<file path="config.mk">
export PLATFORM = sky130hd
export DESIGN_NAME = detection_ema_tracker
export DESIGN_NICKNAME = d
export VERILOG_FILES = /design/src/hw/rtl/dtrk_pkg.sv /design/src/hw/rtl/dtrk_ema_lane.sv /design/src/hw/rtl/dtrk_cfg.sv /design/src/hw/rtl/dtrk_update.sv /design/src/hw/rtl/detection_ema_tracker.sv
export SDC_FILE = /design/constraint.sdc
export NUM_CORES = 2
export LEC_CHECK = 0
export BUFFER_PORTS_ARGS = -buffer_cell sky130_fd_sc_hd__buf_4
export CAP_MARGIN = 10
export CORE_MARGIN = 5
export CORE_UTILIZATION = 40
export DETAILED_ROUTE_END_ITERATION = 10
export GPL_ROUTABILITY_DRIVEN = 0
export PLACE_DENSITY = 0.54
export SKIP_LAST_GASP = 1
export SLEW_MARGIN = 20
export SYNTH_ARGS = -nofsm -noshare
export SYNTH_HDL_FRONTEND = slang
export SYNTH_SLANG_ARGS = --single-unit
export TNS_END_PERCENT = 20
</file>
<file path="constraint.sdc">
create_clock -name clk -period 12.8 [get_ports clk]
set_clock_uncertainty 0.1 [all_clocks]
set_input_delay 0.64 -clock clk [delete_from_list [all_inputs] [get_ports clk]]
set_output_delay 0.64 -clock clk [all_outputs]
set_load 0.02 [all_outputs]
</file>
<file path="src/hw/rtl/dtrk_pkg.sv">
package dtrk_pkg;

  localparam int unsigned MeasWidth   = 16;
  localparam int unsigned WeightWidth = 9;
  localparam int unsigned CountWidth  = 32;
  localparam int unsigned DataWidth   = 32;
  localparam int unsigned AddrWidth   = 3;

  localparam logic [WeightWidth-1:0] WeightOne   = 9'd256;
  localparam logic [WeightWidth-1:0] WeightReset = 9'd154;

  // Register index, taken from the word address.
  localparam logic RegSmoothingWeight = 1'b0;

  typedef logic [MeasWidth-1:0] meas_t;

  typedef struct packed {
    logic  detected;
    logic  shoulder_ok;
    logic  torso_ok;
    meas_t box_center_x;
    meas_t box_center_y;
    meas_t box_width;
    meas_t box_height;
    meas_t shoulder_span;
    meas_t torso_span;
  } item_t;

  typedef struct packed {
    logic                  track_valid;
    logic [CountWidth-1:0] track_number;
    meas_t                 est_center_x;
    meas_t                 est_center_y;
    meas_t                 est_width;
    meas_t                 est_height;
    meas_t                 est_shoulder;
    meas_t                 est_torso;
    logic                  shoulder_fresh;
    logic                  torso_fresh;
  } result_t;

endpackage

</file>
<file path="src/hw/rtl/dtrk_ema_lane.sv">
module dtrk_ema_lane (
  input  dtrk_pkg::meas_t                     meas,
  input  dtrk_pkg::meas_t                     prev,
  input  logic [dtrk_pkg::WeightWidth-1:0]    weight,
  output dtrk_pkg::meas_t                     est
);

  // w*m + (256-w)*p = 256*p + w*(m-p), so one signed multiply per lane.
  logic signed [dtrk_pkg::MeasWidth:0]                        diff;
  logic signed [dtrk_pkg::WeightWidth:0]                      w_s;
  logic signed [dtrk_pkg::MeasWidth+dtrk_pkg::WeightWidth+1:0] prod;
  logic signed [dtrk_pkg::MeasWidth+dtrk_pkg::WeightWidth+1:0] rounded;
  logic signed [dtrk_pkg::MeasWidth+dtrk_pkg::WeightWidth+1:0] step;

  assign diff    = $signed({1'b0, meas}) - $signed({1'b0, prev});
  assign w_s     = $signed({1'b0, weight});
  assign prod    = w_s * diff;
  assign rounded = prod + 27'sd128;
  assign step    = rounded >>> 8;
  assign est     = prev + step[dtrk_pkg::MeasWidth-1:0];

endmodule

</file>
<file path="src/hw/rtl/dtrk_cfg.sv">
module dtrk_cfg (
  input  logic                               clk,
  input  logic                               rst,
  input  logic                               psel,
  input  logic                               penable,
  input  logic                               pwrite,
  input  logic [dtrk_pkg::AddrWidth-1:0]     paddr,
  input  logic [dtrk_pkg::DataWidth-1:0]     pwdata,
  output logic [dtrk_pkg::DataWidth-1:0]     prdata,
  output logic                               pready,
  output logic [dtrk_pkg::WeightWidth-1:0]   weight_eff
);

  logic [dtrk_pkg::WeightWidth-1:0] smoothing_weight;
  logic                             reg_idx;

  assign reg_idx = paddr[dtrk_pkg::AddrWidth-1];
  assign pready  = 1'b1;

  always_ff @(posedge clk) begin
    if (rst) begin
      smoothing_weight <= dtrk_pkg::WeightReset;
    end else if (psel && penable && pwrite && reg_idx == dtrk_pkg::RegSmoothingWeight) begin
      smoothing_weight <= pwdata[dtrk_pkg::WeightWidth-1:0];
    end
  end

  always_comb begin
    prdata = '0;
    if (reg_idx == dtrk_pkg::RegSmoothingWeight) begin
      prdata = {{(dtrk_pkg::DataWidth-dtrk_pkg::WeightWidth){1'b0}}, smoothing_weight};
    end
  end

  // Weights above one saturate to one.
  assign weight_eff = (smoothing_weight > dtrk_pkg::WeightOne) ? dtrk_pkg::WeightOne
                                                               : smoothing_weight;

endmodule

</file>
<file path="src/hw/rtl/dtrk_update.sv">
module dtrk_update (
  input  logic                             clk,
  input  logic                             rst,
  input  logic                             fire,
  input  dtrk_pkg::item_t                  item,
  input  logic [dtrk_pkg::WeightWidth-1:0] weight,
  output dtrk_pkg::result_t                result
);

  logic [dtrk_pkg::CountWidth-1:0] track_count, track_count_next;
  logic tracking, tracking_next;
  logic shoulder_seeded, shoulder_seeded_next;
  logic torso_seeded, torso_seeded_next;
  dtrk_pkg::meas_t center_x_est, center_x_est_next;
  dtrk_pkg::meas_t center_y_est, center_y_est_next;
  dtrk_pkg::meas_t width_est, width_est_next;
  dtrk_pkg::meas_t height_est, height_est_next;
  dtrk_pkg::meas_t shoulder_est, shoulder_est_next;
  dtrk_pkg::meas_t torso_est, torso_est_next;

  dtrk_pkg::meas_t ema_cx, ema_cy, ema_w, ema_h, ema_sh, ema_to;
  logic acquire;

  dtrk_ema_lane u_cx (.meas(item.box_center_x),  .prev(center_x_est), .weight(weight), .est(ema_cx));
  dtrk_ema_lane u_cy (.meas(item.box_center_y),  .prev(center_y_est), .weight(weight), .est(ema_cy));
  dtrk_ema_lane u_w  (.meas(item.box_width),     .prev(width_est),    .weight(weight), .est(ema_w));
  dtrk_ema_lane u_h  (.meas(item.box_height),    .prev(height_est),   .weight(weight), .est(ema_h));
  dtrk_ema_lane u_sh (.meas(item.shoulder_span), .prev(shoulder_est), .weight(weight), .est(ema_sh));
  dtrk_ema_lane u_to (.meas(item.torso_span),    .prev(torso_est),    .weight(weight), .est(ema_to));

  assign acquire = item.detected && !tracking;

  always_comb begin
    track_count_next     = track_count;
    tracking_next        = tracking;
    shoulder_seeded_next = shoulder_seeded;
    torso_seeded_next    = torso_seeded;
    center_x_est_next    = center_x_est;
    center_y_est_next    = center_y_est;
    width_est_next       = width_est;
    height_est_next      = height_est;
    shoulder_est_next    = shoulder_est;
    torso_est_next       = torso_est;
    result               = '0;

    if (!item.detected) begin
      tracking_next        = 1'b0;
      shoulder_seeded_next = 1'b0;
      torso_seeded_next    = 1'b0;
      result.track_number  = track_count;
    end else begin
      tracking_next = 1'b1;
      if (acquire) begin
        track_count_next     = track_count + 1'b1;
        center_x_est_next    = item.box_center_x;
        center_y_est_next    = item.box_center_y;
        width_est_next       = '0;
        height_est_next      = '0;
        shoulder_est_next    = '0;
        torso_est_next       = '0;
        shoulder_seeded_next = 1'b0;
        torso_seeded_next    = 1'b0;
      end else begin
        center_x_est_next = ema_cx;
        center_y_est_next = ema_cy;
      end

      // A seeded group cannot be in its acquisition frame, so the lanes
      // can blend against the held estimates directly.
      if (item.shoulder_ok) begin
        width_est_next       = (shoulder_seeded && !acquire) ? ema_w  : item.box_width;
        shoulder_est_next    = (shoulder_seeded && !acquire) ? ema_sh : item.shoulder_span;
        shoulder_seeded_next = 1'b1;
      end
      if (item.torso_ok) begin
        height_est_next   = (torso_seeded && !acquire) ? ema_h  : item.box_height;
        torso_est_next    = (torso_seeded && !acquire) ? ema_to : item.torso_span;
        torso_seeded_next = 1'b1;
      end

      result.track_valid    = shoulder_seeded_next || torso_seeded_next;
      result.track_number   = track_count_next;
      result.est_center_x   = center_x_est_next;
      result.est_center_y   = center_y_est_next;
      result.est_width      = width_est_next;
      result.est_height     = height_est_next;
      result.est_shoulder   = shoulder_est_next;
      result.est_torso      = torso_est_next;
      result.shoulder_fresh = item.shoulder_ok;
      result.torso_fresh    = item.torso_ok;
    end
  end

  always_ff @(posedge clk) begin
    if (rst) begin
      track_count     <= '0;
      tracking        <= 1'b0;
      shoulder_seeded <= 1'b0;
      torso_seeded    <= 1'b0;
      center_x_est    <= '0;
      center_y_est    <= '0;
      width_est       <= '0;
      height_est      <= '0;
      shoulder_est    <= '0;
      torso_est       <= '0;
    end else if (fire) begin
      track_count     <= track_count_next;
      tracking        <= tracking_next;
      shoulder_seeded <= shoulder_seeded_next;
      torso_seeded    <= torso_seeded_next;
      center_x_est    <= center_x_est_next;
      center_y_est    <= center_y_est_next;
      width_est       <= width_est_next;
      height_est      <= height_est_next;
      shoulder_est    <= shoulder_est_next;
      torso_est       <= torso_est_next;
    end
  end

endmodule

</file>
<file path="src/hw/rtl/detection_ema_tracker.sv">
// An accepted item is held in the input register, and its result is written into the
// result register when that register is empty or being drained (out_stall low).
// Throughput: one item per cycle while out_stall is low; the state update from the
// input register into the result register sets this rate.
// Reset (rst, synchronous, active high) clears the track state and both valid
// registers and sets smoothing_weight to 154.
module detection_ema_tracker (
  input  logic                               clk,
  input  logic                               rst,
  input  logic                               psel,
  input  logic                               penable,
  input  logic                               pwrite,
  input  logic [dtrk_pkg::AddrWidth-1:0]     paddr,
  input  logic [dtrk_pkg::DataWidth-1:0]     pwdata,
  output logic [dtrk_pkg::DataWidth-1:0]     prdata,
  output logic                               pready,
  input  logic                               in_valid,
  output logic                               in_stall,
  input  logic                               detected,
  input  logic                               shoulder_ok,
  input  logic                               torso_ok,
  input  logic [15:0]                        box_center_x,
  input  logic [15:0]                        box_center_y,
  input  logic [15:0]                        box_width,
  input  logic [15:0]                        box_height,
  input  logic [15:0]                        shoulder_span,
  input  logic [15:0]                        torso_span,
  output logic                               out_valid,
  input  logic                               out_stall,
  output logic                               track_valid,
  output logic [31:0]                        track_number,
  output logic [15:0]                        est_center_x,
  output logic [15:0]                        est_center_y,
  output logic [15:0]                        est_width,
  output logic [15:0]                        est_height,
  output logic [15:0]                        est_shoulder,
  output logic [15:0]                        est_torso,
  output logic                               shoulder_fresh,
  output logic                               torso_fresh
);

  logic [dtrk_pkg::WeightWidth-1:0] weight_eff;
  logic              item_valid;
  dtrk_pkg::item_t   item;
  dtrk_pkg::result_t result_next;
  dtrk_pkg::result_t result;
  logic advance, fire, in_take;

  dtrk_cfg u_cfg (
    .clk(clk), .rst(rst), .psel(psel), .penable(penable), .pwrite(pwrite),
    .paddr(paddr), .pwdata(pwdata), .prdata(prdata), .pready(pready),
    .weight_eff(weight_eff)
  );

  // The compute stage moves when the result register is empty or being drained.
  assign advance  = !out_valid || !out_stall;
  assign fire     = item_valid && advance;
  assign in_stall = item_valid && !advance;
  assign in_take  = in_valid && !in_stall;

  always_ff @(posedge clk) begin
    if (rst) begin
      item_valid <= 1'b0;
    end else begin
      item_valid <= in_take || (item_valid && !advance);
    end
  end

  always_ff @(posedge clk) begin
    if (in_take) begin
      item <= '{detected: detected, shoulder_ok: shoulder_ok, torso_ok: torso_ok,
                box_center_x: box_center_x, box_center_y: box_center_y,
                box_width: box_width, box_height: box_height,
                shoulder_span: shoulder_span, torso_span: torso_span};
    end
  end

  dtrk_update u_update (
    .clk(clk), .rst(rst), .fire(fire), .item(item), .weight(weight_eff),
    .result(result_next)
  );

  always_ff @(posedge clk) begin
    if (rst) begin
      out_valid <= 1'b0;
    end else begin
      out_valid <= fire || (out_valid && out_stall);
    end
  end

  always_ff @(posedge clk) begin
    if (fire) begin
      result <= result_next;
    end
  end

  assign track_valid    = result.track_valid;
  assign track_number   = result.track_number;
  assign est_center_x   = result.est_center_x;
  assign est_center_y   = result.est_center_y;
  assign est_width      = result.est_width;
  assign est_height     = result.est_height;
  assign est_shoulder   = result.est_shoulder;
  assign est_torso      = result.est_torso;
  assign shoulder_fresh = result.shoulder_fresh;
  assign torso_fresh    = result.torso_fresh;

endmodule

</file>
==> results by group <==
Global routing
  • Overall fraction of global-route tracks in use: 22.0%
  • Overflow left after global routing: 0
  • Initial antenna violation count: 3
  • Vias in the first global route: 42400
  • First-pass GRT wire length: 245 mm
  • Largest net degree at the start of global routing: 92

Logic synthesis
  • Portion of the post-synthesis area used by sequential elements: 18.2%
  • Number of synthesized register bits: 372
  • Number of warnings printed during yosys synthesis: 0
  • Area share of the leading cell type in the synthesized netlist: between 20% and 30%
  • Netlist Area Pre-Place: about 54000 um2
  • Top post-synthesis cells by count: sky130_fd_sc_hd__inv_1 (1062), sky130_fd_sc_hd__fa_1 (714), sky130_fd_sc_hd__nand2_1 (672)
  • Top post-synthesis cells by area: sky130_fd_sc_hd__fa_1 (27%), sky130_fd_sc_hd__ha_1 (14%), sky130_fd_sc_hd__edfxtp_1 (13%), sky130_fd_sc_hd__inv_1 (7.4%), sky130_fd_sc_hd__dfxtp_1 (5.3%)
  • Number of distinct library cells after synthesis: 85
  • Synthesized instance count: 6050
  • Most common cell in the netlist: sky130_fd_sc_hd__inv_1
  • Flip-flop cell with the highest count after synthesis: sky130_fd_sc_hd__edfxtp_1
  • Cell type contributing the most total cell area after synthesis: sky130_fd_sc_hd__fa_1
  • Ys async rst share: 0%
  • Per-instance average area after synthesis: between 8 and 9 um2
  • Number of flops mapped to enable cells by yosys: 230

STA
  • Final Worst Setup Slack: roughly 2.9 ns
  • Achievable clock frequency: 101 MHz
  • Final total negative setup slack: 0 ns
  • Fin crit period: 9.86 ns
  • Final period util: 77.1%
  • Minimum hold slack: 0.0605 ns
  • Slew Limit Fails: 0
  • Number of failing setup endpoints in the final timing report: 0
  • Hold Vio Cnt, Final: 0
  • Transition time at the pin with the least slew margin: 1.20 ns
  • Headroom to the max-slew limit: 20.0%
  • Unrepaired setup endpoints after global routing: no

Floorplanning
  • Core Footprint: 133000 um2
  • Die Span Y: 376 um
  • Initial standard-cell utilization of the core: 40.2%
  • Width of the die: between 300 and 400 um
  • Num rows: between 100 and 150
  • I/O pin cnt: 307
  • Floorplan die area: 142000 um2

Routing
  • Via density per instance: 5.12
  • Detailed router's first-iteration violation count: 2368
  • Count of antenna-violating nets left after detailed routing: 0
  • Sum of routed wire length over all layers: between 150 and 200 mm
  • Total number of vias: between 40000 and 50000
  • First-pass detailed-route iteration total: 5
  • Number of design rule violations left after detail routing: 0
  • Detail-routed net length per standard cell: 19.4 um

Place
  • Port Buf Inserts: 257
  • Setup WS pre-CTS: ~3.0 ns
  • Post-detailed-placement half-perimeter wirelength: about 120 mm

CTS
  • Root buffer cell: sky130_fd_sc_hd__clkbuf_16
  • Total number of clock tree sinks: 372
  • Clock slew at the register clock pins of the worst setup and hold paths: 0.06 ns
  • Number of gates given a new drive strength after cts: 0
  • CTS tree: built
  • Number of buffers created by CTS: 50
  • Count of H-tree levels built during CTS: 2
  • Bufs on Longest Clock Path: 3
  • Skew-Pair Late Insertion Delay: between 0.6 and 0.7 ns
  • Setup bufs post-CTS: 0

Critical path
  • Worst path max stage delay: 0.67 ns
  • Slowest cell on the critical path: sky130_fd_sc_hd__xnor2_1
  • CP Capture Type: flip-flop
  • Critical path data required time: roughly 13 ns
  • Top cell by count, worst path: sky130_fd_sc_hd__fa_1
  • Setup CP Type: flip-flop to flip-flop
  • Worst EP arrival: about 10 ns
  • Max Fanout on Critical Path: 9
  • Startpoint class of the critical path: flip-flop

Layout
  • Layout cell share with drive strength beyond 1: 7.43%
  • Utilization after layout: 44.5%
  • Layout Nets: 7685
  • Area Growth Syn to Fin: 10.7%

Job
  • Max capacitance violation total: 0

Outcome
  • Outcome: completed

Worst hold path
  • Hold Crit Class: input port to flip-flop
-- per-layer routing --
| metal | vias to the layer above | GRT usage [%] | wire, um |
|---|---|---|---|
| li1 | 19600 | - | - |
| met1 | 20400 | 31.7 | 73600 |
| met2 | 1011 | 36.1 | 71300 |
| met3 | 116 | 2.83 | 8520 |
| met4 | 0 | 3.75 | 2440 |
| met5 | - | 0 | 0 |
-- stage by stage --
step | cell area [um2] | std cells
floorplan | 53800 | 6072
global placement | 57600 | 7934
CTS | 59400 | 8037
global route | 59400 | 8037
finish | 59400 | 8039
detailed placement | 57600 | 7934
-- worst paths after layout --
check                             start            end  cells after the start  slack, ns
setup reg to reg  u_update.width_est[1]  est_width[15]                     37       2.94
setup / recovery  u_update.width_est[1]  est_width[15]                     37       2.94
hold reg to reg              item_valid      out_valid                      2       0.38
hold / removal           torso_span[11]       item[11]                      1       0.06
-- registers in the layout (all words and copies together), names as in the netlist, 9 cells and up --
| register | count |
|---|---|
| item | 99 |
| track_number | 32 |
| u_update.track_count | 32 |
| est_center_x | 16 |
| est_center_y | 16 |
| est_height | 16 |
| est_shoulder | 16 |
| est_torso | 16 |
| est_width | 16 |
| u_update.center_x_est | 16 |
| u_update.center_y_est | 16 |
| u_update.height_est | 16 |
| u_update.shoulder_est | 16 |
| u_update.torso_est | 16 |
| u_update.width_est | 16 |
| u_cfg.smoothing_weight | 9 |
-- critical path, delay by kind of cell (launching register included) --
kind,cells,cell delay (ns)
AO/OA/AOI/OAI,11,2.23
XOR/XNOR,4,1.10
adder cells (fa/ha/maj),8,3.15
buffers and inverters,2,0.17
flip-flops,1,0.47
AND/OR/NAND/NOR,12,2.45
-- cell type report --
type | count | area [um2]
Fill cell | 13200 | 74100
Multi-Input combinational cell | 4402 | 39200
Sequential cell | 372 | 9750
Inverter | 1063 | 4000
Timing Repair Buffer | 338 | 2590
Tap cell | 1768 | 2210
Clock buffer | 61 | 1340
Clock inverter | 33 | 332
Antenna cell | 2 | 5.00
-- timing repair --
item | in CTS | in global routing
setup endpoints to repair | 0 | 0
hold buffers | 9 | 0
hold endpoints to repair | 9 | 0
-- cell usage in the layout (no fill, tap or decap), types with 89 or more instances in the layout --
| cell type | netlist | layout |
|---|---|---|
| sky130_fd_sc_hd__inv_1 | 1062 | 1060 |
| sky130_fd_sc_hd__fa_1 | 714 | 714 |
| sky130_fd_sc_hd__nand2_1 | 672 | 664 |
| sky130_fd_sc_hd__nor2_1 | 607 | 605 |
| sky130_fd_sc_hd__ha_1 | 603 | 603 |
| sky130_fd_sc_hd__buf_4 | 24 | 325 |
| sky130_fd_sc_hd__xnor2_1 | 252 | 252 |
| sky130_fd_sc_hd__a21oi_1 | 235 | 235 |
| sky130_fd_sc_hd__edfxtp_1 | 230 | 230 |
| sky130_fd_sc_hd__and2_1 | 204 | 204 |
| sky130_fd_sc_hd__o21ai_0 | 154 | 153 |
| sky130_fd_sc_hd__dfxtp_1 | 142 | 140 |
| sky130_fd_sc_hd__xor2_1 | 127 | 127 |
| sky130_fd_sc_hd__a21o_1 | 91 | 91 |
| sky130_fd_sc_hd__a211oi_1 | 89 | 89 |
-- kinds of logic after synthesis --
kind of cell | Yosys count | share of synthesized area (%)
muxes | 15 | 0.282
xor gates and xnor gates | 382 | 6.31
other | 2 | 0.0140
buffers and inverters | 1298 | 9.26
DFF | 372 | 18.2
and+or+nand+nor | 1843 | 15.4
adders and majority gates | 1317 | 40.7
AOI/OAI and AO/OA | 821 | 9.91
Power is not shown: default switching activity piles up to over one toggle a cycle in this logic, so the estimate is an artifact.
